**src/sv/assert_macros.svh**
```systemverilog
// assertion macros shared by the resampler rtl
// no dependencies; compiled out when SYNTHESIS is defined
`ifndef ASSERT_MACROS_SVH
`define ASSERT_MACROS_SVH

`ifndef SYNTHESIS
`define ASSERT_CLK(lbl, prop) \
    lbl: assert property (@(posedge aclk) disable iff (!aresetn) (prop)) \
        else $error("assertion failed");
`define ASSERT_NEVER(lbl, cond) \
    lbl: assert property (@(posedge aclk) disable iff (!aresetn) !(cond)) \
        else $error("forbidden condition seen");
`else
`define ASSERT_CLK(lbl, prop)
`define ASSERT_NEVER(lbl, cond)
`endif

`endif

```
**src/sv/lir_pkg.sv**
```systemverilog
// shared constants and types of the linear interpolation resampler
// no dependencies
package lir_pkg;

    localparam int SAMPLE_W    = 16;
    localparam int OUT_W       = 27;
    localparam int LEN_W       = 15;
    localparam int FRAC_W      = 11;
    localparam int FRAC_ONE    = 2048;
    localparam int COUNT_W     = 11;
    localparam int PROD_W      = SAMPLE_W + FRAC_W + 2;
    localparam int QUEUE_DEPTH = 4;
    localparam int QUEUE_PTR_W = $clog2(QUEUE_DEPTH);
    localparam int QUEUE_CNT_W = $clog2(QUEUE_DEPTH + 1);

    localparam logic [LEN_W-1:0] LEN_RESET = LEN_W'(2500);

    typedef struct packed {
        logic signed [SAMPLE_W-1:0] prev_i;
        logic signed [SAMPLE_W-1:0] prev_q;
        logic signed [SAMPLE_W-1:0] cur_i;
        logic signed [SAMPLE_W-1:0] cur_q;
        logic        [FRAC_W-1:0]   frac;
        logic                       block_end;
    } job_t;

endpackage

```
**src/sv/lir_front.sv**
```systemverilog
// front end: takes requests, tracks phase and block count, issues interpolation jobs
// depends on lir_pkg and assert_macros.svh
`include "assert_macros.svh"
module lir_front (
    input  logic                           aclk,
    input  logic                           aresetn,
    input  logic                           cfg_valid,
    output logic                           cfg_ready,
    input  logic [lir_pkg::LEN_W-1:0]      cfg_in_block_len,
    input  logic                           s_valid,
    output logic                           s_ready,
    input  logic signed [lir_pkg::SAMPLE_W-1:0] s_sample_i,
    input  logic signed [lir_pkg::SAMPLE_W-1:0] s_sample_q,
    output logic                           push,
    output lir_pkg::job_t                  push_job,
    input  logic                           queue_full
);
    import lir_pkg::*;

    logic [LEN_W-1:0]           len_reg;
    logic [LEN_W-1:0]           phase_reg, phase_next;
    logic [COUNT_W-1:0]         out_count_reg, out_count_next;
    logic                       have_prev_reg;
    logic signed [SAMPLE_W-1:0] prev_i_reg, prev_q_reg;
    logic [LEN_W-1:0]           step;
    logic                       accept;
    logic                       emit;

    assign cfg_ready = 1'b1;
    assign s_ready   = !queue_full;
    assign accept    = s_valid && s_ready;

    // rates above one output per input are clamped
    assign step = (len_reg < LEN_W'(FRAC_ONE)) ? LEN_W'(FRAC_ONE) : len_reg;
    assign emit = have_prev_reg && (phase_reg < LEN_W'(FRAC_ONE));

    always_comb begin
        phase_next     = phase_reg;
        out_count_next = out_count_reg;
        if (have_prev_reg) begin
            if (emit) begin
                phase_next     = LEN_W'(phase_reg + step - LEN_W'(FRAC_ONE));
                out_count_next = COUNT_W'(out_count_reg + COUNT_W'(1));
            end else begin
                phase_next = LEN_W'(phase_reg - LEN_W'(FRAC_ONE));
            end
        end
    end

    assign push                = accept && emit;
    assign push_job.prev_i     = prev_i_reg;
    assign push_job.prev_q     = prev_q_reg;
    assign push_job.cur_i      = s_sample_i;
    assign push_job.cur_q      = s_sample_q;
    assign push_job.frac       = phase_reg[FRAC_W-1:0];
    assign push_job.block_end  = &out_count_reg;

    always_ff @(posedge aclk) begin
        if (!aresetn) begin
            len_reg       <= LEN_RESET;
            phase_reg     <= '0;
            out_count_reg <= '0;
            have_prev_reg <= 1'b0;
            prev_i_reg    <= '0;
            prev_q_reg    <= '0;
        end else begin
            if (cfg_valid && cfg_ready) begin
                len_reg <= cfg_in_block_len;
            end
            if (accept) begin
                phase_reg     <= phase_next;
                out_count_reg <= out_count_next;
                have_prev_reg <= 1'b1;
                prev_i_reg    <= s_sample_i;
                prev_q_reg    <= s_sample_q;
            end
        end
    end

    `ASSERT_CLK(a_phase_idle, !have_prev_reg |-> (phase_reg == '0))
    `ASSERT_CLK(a_count_step,
        push |=> (out_count_reg == COUNT_W'($past(out_count_reg) + COUNT_W'(1))))

endmodule

```
**src/sv/lir_fifo.sv**
```systemverilog
// small job queue between the front end and the interpolation datapath
// depends on lir_pkg and assert_macros.svh
`include "assert_macros.svh"
module lir_fifo (
    input  logic           aclk,
    input  logic           aresetn,
    input  logic           push,
    input  lir_pkg::job_t  push_job,
    output logic           full,
    input  logic           pop,
    output logic           pop_valid,
    output lir_pkg::job_t  pop_job
);
    import lir_pkg::*;

    job_t                   mem_reg [QUEUE_DEPTH];
    logic [QUEUE_PTR_W-1:0] wr_ptr_reg, rd_ptr_reg;
    logic [QUEUE_CNT_W-1:0] count_reg, count_next;
    logic                   do_pop;

    assign full      = (count_reg == QUEUE_CNT_W'(QUEUE_DEPTH));
    assign pop_valid = (count_reg != '0);
    assign pop_job   = mem_reg[rd_ptr_reg];
    assign do_pop    = pop && pop_valid;

    always_comb begin
        count_next = count_reg;
        if (push && !do_pop) begin
            count_next = QUEUE_CNT_W'(count_reg + QUEUE_CNT_W'(1));
        end else if (do_pop && !push) begin
            count_next = QUEUE_CNT_W'(count_reg - QUEUE_CNT_W'(1));
        end
    end

    always_ff @(posedge aclk) begin
        if (push) begin
            mem_reg[wr_ptr_reg] <= push_job;
        end
    end

    always_ff @(posedge aclk) begin
        if (!aresetn) begin
            wr_ptr_reg <= '0;
            rd_ptr_reg <= '0;
            count_reg  <= '0;
        end else begin
            if (push) begin
                wr_ptr_reg <= QUEUE_PTR_W'(wr_ptr_reg + QUEUE_PTR_W'(1));
            end
            if (do_pop) begin
                rd_ptr_reg <= QUEUE_PTR_W'(rd_ptr_reg + QUEUE_PTR_W'(1));
            end
            count_reg <= count_next;
        end
    end

    `ASSERT_NEVER(a_no_overflow, push && full)
    `ASSERT_NEVER(a_count_range, count_reg > QUEUE_CNT_W'(QUEUE_DEPTH))

endmodule

```
**src/sv/lir_back.sv**
```systemverilog
// back end: two-stage interpolation datapath, products then sum into the output register
// depends on lir_pkg and assert_macros.svh
`include "assert_macros.svh"
module lir_back (
    input  logic                             aclk,
    input  logic                             aresetn,
    input  logic                             job_valid,
    input  lir_pkg::job_t                    job,
    output logic                             job_pop,
    output logic                             m_valid,
    input  logic                             m_ready,
    output logic signed [lir_pkg::OUT_W-1:0] m_out_i,
    output logic signed [lir_pkg::OUT_W-1:0] m_out_q,
    output logic                             m_block_end
);
    import lir_pkg::*;

    logic                     s1_valid_reg;
    logic signed [PROD_W-1:0] pa_i_reg, pb_i_reg, pa_q_reg, pb_q_reg;
    logic signed [PROD_W-1:0] pa_i_next, pb_i_next, pa_q_next, pb_q_next;
    logic                     s1_end_reg;
    logic                     m_valid_reg;
    logic signed [OUT_W-1:0]  out_i_reg, out_q_reg;
    logic                     out_end_reg;
    logic [FRAC_W:0]          w_prev;
    logic signed [FRAC_W+1:0] w_prev_s, w_cur_s;
    logic signed [PROD_W-1:0] sum_i, sum_q;
    logic                     s2_ready;
    logic                     s1_ready;

    assign s2_ready = !m_valid_reg || m_ready;
    assign s1_ready = !s1_valid_reg || s2_ready;
    assign job_pop  = job_valid && s1_ready;

    // weights 2048-f and f
    assign w_prev   = (FRAC_W+1)'(FRAC_ONE) - {1'b0, job.frac};
    assign w_prev_s = $signed({1'b0, w_prev});
    assign w_cur_s  = $signed({2'b00, job.frac});

    assign pa_i_next = job.prev_i * w_prev_s;
    assign pb_i_next = job.cur_i * w_cur_s;
    assign pa_q_next = job.prev_q * w_prev_s;
    assign pb_q_next = job.cur_q * w_cur_s;

    assign sum_i = pa_i_reg + pb_i_reg;
    assign sum_q = pa_q_reg + pb_q_reg;

    always_ff @(posedge aclk) begin
        if (s1_ready) begin
            pa_i_reg   <= pa_i_next;
            pb_i_reg   <= pb_i_next;
            pa_q_reg   <= pa_q_next;
            pb_q_reg   <= pb_q_next;
            s1_end_reg <= job.block_end;
        end
        if (s2_ready) begin
            out_i_reg   <= sum_i[OUT_W-1:0];
            out_q_reg   <= sum_q[OUT_W-1:0];
            out_end_reg <= s1_end_reg;
        end
    end

    always_ff @(posedge aclk) begin
        if (!aresetn) begin
            s1_valid_reg <= 1'b0;
            m_valid_reg  <= 1'b0;
        end else begin
            if (s1_ready) begin
                s1_valid_reg <= job_valid;
            end
            if (s2_ready) begin
                m_valid_reg <= s1_valid_reg;
            end
        end
    end

    assign m_valid     = m_valid_reg;
    assign m_out_i     = out_i_reg;
    assign m_out_q     = out_q_reg;
    assign m_block_end = out_end_reg;

    `ASSERT_CLK(a_pop_loads, job_pop |=> s1_valid_reg)
    `ASSERT_CLK(a_stage_moves, (s1_valid_reg && s2_ready) |=> m_valid_reg)

endmodule

```
**src/sv/linear_interp_resampler_core.sv**
```systemverilog
// path: the request that completes a result is accepted into the job queue, then the
//   result passes the product registers and the output register before it is offered
// throughput: one request per cycle unless the queue is full, one result per cycle while
//   m_ready holds; set by front-end accept path and two-stage multiply-add datapath
// reset: synchronous active-low aresetn clears phase, block count, held sample and
//   queue; in_block_len returns to 2500
module linear_interp_resampler_core (
    input  logic                              aclk,
    input  logic                              aresetn,
    input  logic                              cfg_valid,
    output logic                              cfg_ready,
    input  logic [lir_pkg::LEN_W-1:0]         cfg_in_block_len,
    input  logic                              s_valid,
    output logic                              s_ready,
    input  logic signed [lir_pkg::SAMPLE_W-1:0] s_sample_i,
    input  logic signed [lir_pkg::SAMPLE_W-1:0] s_sample_q,
    output logic                              m_valid,
    input  logic                              m_ready,
    output logic signed [lir_pkg::OUT_W-1:0]  m_out_i,
    output logic signed [lir_pkg::OUT_W-1:0]  m_out_q,
    output logic                              m_block_end
);
    import lir_pkg::*;

    logic push;
    job_t push_job;
    logic queue_full;
    logic pop;
    logic pop_valid;
    job_t pop_job;

    lir_front u_front (
        .aclk             (aclk),
        .aresetn          (aresetn),
        .cfg_valid        (cfg_valid),
        .cfg_ready        (cfg_ready),
        .cfg_in_block_len (cfg_in_block_len),
        .s_valid          (s_valid),
        .s_ready          (s_ready),
        .s_sample_i       (s_sample_i),
        .s_sample_q       (s_sample_q),
        .push             (push),
        .push_job         (push_job),
        .queue_full       (queue_full)
    );

    lir_fifo u_fifo (
        .aclk      (aclk),
        .aresetn   (aresetn),
        .push      (push),
        .push_job  (push_job),
        .full      (queue_full),
        .pop       (pop),
        .pop_valid (pop_valid),
        .pop_job   (pop_job)
    );

    lir_back u_back (
        .aclk        (aclk),
        .aresetn     (aresetn),
        .job_valid   (pop_valid),
        .job         (pop_job),
        .job_pop     (pop),
        .m_valid     (m_valid),
        .m_ready     (m_ready),
        .m_out_i     (m_out_i),
        .m_out_q     (m_out_q),
        .m_block_end (m_block_end)
    );

endmodule

```
**config.mk**
```make
export PLATFORM = sky130hd
export DESIGN_NAME = linear_interp_resampler_core
export DESIGN_NICKNAME = d
export VERILOG_FILES = /design/src/sv/lir_pkg.sv /design/src/sv/lir_front.sv /design/src/sv/lir_fifo.sv /design/src/sv/lir_back.sv /design/src/sv/linear_interp_resampler_core.sv
export VERILOG_INCLUDE_DIRS = /design/src /design/src/sv
export SDC_FILE = /design/constraint.sdc
export NUM_CORES = 2
export LEC_CHECK = 0
export BUFFER_PORTS_ARGS = -buffer_cell sky130_fd_sc_hd__buf_4
export CAP_MARGIN = 20
export CORE_ASPECT_RATIO = 1.4
export CORE_UTILIZATION = 44
export CTS_CLUSTER_SIZE = 40
export DETAILED_ROUTE_END_ITERATION = 16
export GPL_TIMING_DRIVEN = 0
export PLACE_DENSITY = 0.7
export SLEW_MARGIN = 30
export SYNTH_ARGS = -nofsm -noshare
export SYNTH_HDL_FRONTEND = slang
export SYNTH_SLANG_ARGS = --single-unit
```
**constraint.sdc**
```tcl
create_clock -name aclk -period 7.5 [get_ports aclk]
set_input_delay 1.5 -clock aclk [delete_from_list [all_inputs] [get_ports aclk]]
set_output_delay 1.5 -clock aclk [all_outputs]
set_load 0.03 [all_outputs]
```
# Yosys cells after proc, flatten, opt, wreduce, memory -nomap -nowiden
# Memory sizes are Yosys's and may differ from the RTL's. A register that Yosys moved wholly into a read port is not among the register bits.
# Cells that the tools add are included.
[op_classes]
addsub = 11
n_mul = 4
div_mod_pow = 0
magnitude_cmp = 2
eq_ne = 1
shifts = 0
mux = 8
n_bitwise = 0
n_reduce_logical = 19
[op_table]
columns = ["cell", "count"]
rows = [
  ["$add A27 B27 Y27", 2],
  ["$mul A16 B12 Y27", 2],
  ["$mul A16 B13 Y27", 2],
  ["$lt A15 B12 Y1 const B", 2],
  ["$mux W15", 2],
  ["$sub A15 B12 Y15 const B", 2],
  ["$add A15 B15 Y15", 1],
  ["$sub A12 B11 Y12 const A", 1],
  ["$add A11 B1 Y11 const B", 1],
  ["$reduce_and A11 Y1", 1],
  ["$logic_and A1 B1 Y1", 7],
  ["$mux W3", 2],
  ["$logic_not A1 Y1", 5],
  ["$add A2 B1 Y2 const B", 2],
  ["$mux W2", 2],
  ["$add A3 B1 Y3 const B", 1],
  ["$eq A3 B3 Y1 const B", 1],
  ["$reduce_and A3 Y1", 1],
  ["$reduce_bool A3 Y1", 1],
  ["$sub A3 B1 Y3 const B", 1],
  ["$logic_or A1 B1 Y1", 2],
  ["$mux W1", 2],
  ["$reduce_and A2 Y1", 1],
  ["$reduce_bool A2 Y1", 1],
]
[totals]
reg_bits = 247
latch_bits = 0
ram_bits = 304
rom_bits = 0
output_inout_bits = 58
elab_cells = 65
n_memories = 1
[memory_table]
columns = ["memory", "words", "width", "read_ports", "rd_clocked_by_memory_dff", "write_ports", "line_no", "rtl"]
rows = [
  ["u_fifo.mem_reg", 4, 76, 1, 1, 1, "lir_fifo.sv:16", "job_t mem_reg [QUEUE_DEPTH];"],
]

# Logic depth before layout (Yosys ltp)
[logic_depth]
ltp_word = 8
mapped_depth = 31

# Cells and area by module
# Synthesis repeated with hierarchy kept, for this count alone.
[unflattened]
cells_unflattened = 4524
hier_area_um2 = 49482.5
[by_module_without_submodules]
columns = ["mod", "instances", "cells_each", "area_each_um2", "seq_area_each_um2"]
rows = [
  ["lir_back", 1, 3590, 33990.1, 4964.8],
  ["lir_fifo", 1, 440, 11466.0, 9308.9],
  ["lir_front", 1, 494, 4026.4, 1481.4],
]

# Worst setup path before layout
# OpenSTA, ideal clock, no wires.
[synth_path]
path_type = "register to register"
startpoint = "register (tool-made name)"
endpoint = "register u_back.pa_q_reg[26] (data pin)"
setup_time_ps = 261
arrival_time_ps = 7246
required_time_ps = 7239
setup_slack_ps = -7
path_stages_with_launch = 29
path_buffers = 4
synth_period_minus_slack_ps = 7507
cell_sequence = "dfxtp_1 > buf_6 > buf_4 > mux2i_1 > mux2i_2 > inv_1 > clkbuf_1 > ha_1 > nor3b_4 > xnor2_1 > clkbuf_1 > nand2_1 > fa_1 > fa_1 > inv_1 > fa_1 > fa_1 > inv_1 > fa_1 > inv_1 > ha_1 > a21o_1 > a21o_1 > a31oi_1 > o21a_1 > o21ai_0 > o41ai_1 > o21ai_0 > xnor2_1"
[synth_lines]
columns = ["element", "line_no", "rtl"]
rows = [
  ["to (signal assigned)", "lir_back.sv:52", "pa_q_reg <= pa_q_next;"],
  ["to (decl)", "lir_back.sv:19", "logic signed [PROD_W-1:0] pa_i_reg, pb_i_reg, pa_q_reg, pb_q_reg;"],
]

==> metrics list <==
- The flow ran to the end, and the final reports show no timing, DRC or antenna violations.
- The die covers 0.113 mm².
* RR Endpoint: u_back.pa_q_reg[26]
- In this run, post-CTS hold repair placed 0 buffers.
- Max-slew headroom: 28.5%
- Last weighted congestion value of the routability-driven placer: 0.960
- After clock tree synthesis, the clock-pin slew on the worst setup and hold paths is 0.06 ns.
- Antenna-violating nets left: 0
- Netlist area before placement: 0.0492 mm²
- Min-delay worst type: reg2reg
- Across the routed clock network, the largest skew measured is 0.0378 ns.
- Hold path depth: 0
* Area of combinational cells with multiple inputs: 0.0300 mm²
* Setup TNS: 0 ns
- Number of enable flip-flop cells after synthesis: 468
* Final core utilization: 50.2%
- After synthesis the netlist holds a flip-flop and latch count of 553.
* Instance area after placement: 0.0521 mm²
* Setup slack on the worst flop-to-flop path: 0.07 ns
* Layout area overhead: 12.8%
* Leading register cell type out of synthesis: sky130_fd_sc_hd__edfxtp_1
- The startpoint identified for the worst hold timing path is u_back.s1_end_reg.
- Max-capacitance violation count: 0
- The setup path with the least slack is of type reg2reg.
- Most common cell after layout, fill and taps aside: sky130_fd_sc_hd__inv_1
- Signal arrival time at the worst endpoint: 7.80 ns
- Remaining Overflow, GRT: 0
- Area of the placeable core: 0.110 mm²
- Maximum buffer depth of the clock tree: 3
- Global-route wire length before repair: 199000 µm
- Dividing the synthesized area by the synthesized cell count gives 10.6 µm².
- The routed design has 132000 µm of wire.
- Share of post-route cells with drive strength above 1: 11.0%
* Pins over their slew limit: 0
* TritonCTS Buffers: 54
- Crit path capture type: register
* Via total after detailed routing: 33915
- In this run the vertical extent of the chip is 397 µm.
- Counting cells, the worst reg-to-reg path comes to 30.
- Fin area: 0.0555 mm²
- The initial antenna violation count was 9.
- In this run the tool buffered the top-level ports with 107 buffer cells.
* Core Rows: 144
- Skew-Pair Late Insertion Delay: 0.66 ns
- Following the worst setup path forward leads to its endpoint at u_back.pa_q_reg[26].
- Synthesis produced 4633 cells.
- Die Width: 284 µm
- Flip-flop count of the largest register, all copies and words added: 304
- Period utilisation layout: 99.1%
* Required arrival time at the worst endpoint: 7.86 ns
* Async SR Flop Fraction: 0%
- In this run the worst path has a maximum fanout of 5.
- Ports placed on the boundary: 110
- The Yosys step of the flow raised 0 warnings.
- GR Util All Layers: 23.4%
- Clock period minus worst slack: 7.43 ns
- On the critical path, the stage with the largest delay is an instance of sky130_fd_sc_hd__mux4_2.
- Achievable frequency: 0.135 GHz
- After the last flow step, the layout net total stands at 5912.
- Final HPWL DP: 105000 µm
- Setup repair after global routing could not meet its margin everywhere.
- The worst setup path is launched from a register.
- Total DRC errors in the routed layout: 0
* Final count of hold timing violations: 0
- CTS built an H-tree with a depth of 2.
* Worst setup margin: 0.0671 ns
* Worst Setup Slack post-DPL: -2.68 ns
- The tree is rooted in a sky130_fd_sc_hd__clkbuf_16.
- Maximum number of pins on one net before global-route repair: 53
- WL per Instance: 20.6 µm
- Transition at the pin with the smallest max-transition slack: 1.07 ns
- The number of global-route vias before repair is 35273.
- Number of sinks handled by clock tree synthesis: 553
- Detailed Route Iter0 Violations: 2520
- For this configuration, the core starts out at a cell density of 44.5%.
- Highest cell delay on the worst timing path: 0.67 ns
* Post-synth cell types: 70
* Fillers: 9748
* Synthesized netlist net count: 5674
- Fraction of the yosys area taken by sequential cells: 32.1%
- TritonCTS built the clock tree.
- The sequential cells in the finished layout cover a total of 0.0158 mm².
- The pre-antenna-repair detailed-routing pass consisted of 6 iterations.
- Vias per cell: 5.31
- In the layout the commonest cells are sky130_fd_sc_hd__inv_1, sky130_fd_sc_hd__fa_1, sky130_fd_sc_hd__nand2_1, sky130_fd_sc_hd__edfxtp_1, sky130_fd_sc_hd__nor2_1.
* Setup-violating endpoint count in the final report: 0
how the worst min path moves through the flow:
stage | endpoint | slack [ns]
after floorplan | u_back.m_block_end | 0.40
after global placement | u_back.m_block_end | 0.43
after detailed placement | u_back.m_block_end | 0.41
after CTS | u_back.m_block_end | 0.44
after global routing | u_back.m_block_end | 0.46
final | u_back.m_block_end | 0.43
final cells by class:
cell class / instances / area share (%)
Inverter: 912 / 6.24
Clock inverter: 35 / 0.654
Timing Repair Buffer: 185 / 3.01
Sequential cell: 553 / 28.4
Tap cell: 1460 / 3.29
Buffer: 138 / 1.57
Clock buffer: 66 / 2.67
Antenna cell: 7 / 0.0316
Multi-Input combinational cell: 3027 / 54.1
per-stage QoR:
stage | hold slack, ns | instances
global route | 0.455 | 6383
floorplan | 0.400 | 4633
finish | 0.431 | 6383
global placement | 0.426 | 6200
CTS | 0.438 | 6335
detailed placement | 0.409 | 6209
worst max-delay path, delay by kind of cell, from the launching register on:
| family | cells | cell delay [ns] |
|---|---|---|
| adder cells (fa/ha/maj) | 6 | 2.79 |
| buffers and inverters | 12 | 1.44 |
| XOR/XNOR | 1 | 0.19 |
| AO/OA/AOI/OAI | 8 | 1.24 |
| AND/OR/NAND/NOR | 2 | 0.47 |
| multiplexers | 1 | 0.67 |
| flip-flops | 1 | 0.35 |
Yosys cell counts (all sizes together), types with 32 or more instances:
| cell type | count | area, µm² |
|---|---|---|
| inv | 910 | 3420 |
| fa | 660 | 13200 |
| nand2 | 543 | 2040 |
| edfxtp | 468 | 14100 |
| nor2 | 345 | 1290 |
| ha | 329 | 4120 |
| a21oi | 171 | 856 |
| xnor2 | 159 | 1400 |
| clkbuf | 109 | 409 |
| and2 | 106 | 663 |
| o21ai | 99 | 499 |
| dfxtp | 85 | 1700 |
| nor2b | 78 | 488 |
| mux2i | 59 | 594 |
| o21a | 52 | 390 |
| mux4 | 42 | 946 |
| a21o | 39 | 293 |
| nand3 | 37 | 185 |
| nor3 | 37 | 185 |
| mux2 | 36 | 405 |
| xor2 | 35 | 307 |
| buf | 32 | 174 |
repair_timing:
action                                  in CTS  in global routing
pin swaps                                   10                 38
cloned                                       0                  3
setup buffers                               27                 40
resized for setup                          134                136
endpoints found under the setup margin      67                 28
per-layer routing:
layer / vias up / global-route usage, % / part of all wire [%]
li1: 15257 / - / -
met1: 17137 / 25.2 / 35
met2: 1122 / 42.0 / 51
met3: 397 / 3.59 / 5.9
met4: 2 / 16.1 / 7.8
met5: - / 0 / 0.0099
cells by family (layout without fill, tap and decap cells):
group	count (synthesis)	in the layout	synth area share [%]
other cells	1	8	0.00763
buf+inv	1053	1336	8.15
fa+ha+maj	989	989	35.3
mux	137	137	3.96
simple gates	1228	1228	11.1
compound gates	478	478	6.05
flops	553	553	32.1
xor+xnor	194	194	3.47
Power is not shown: default switching activity piles up to over one toggle a cycle in this logic, so the estimate is an artifact.
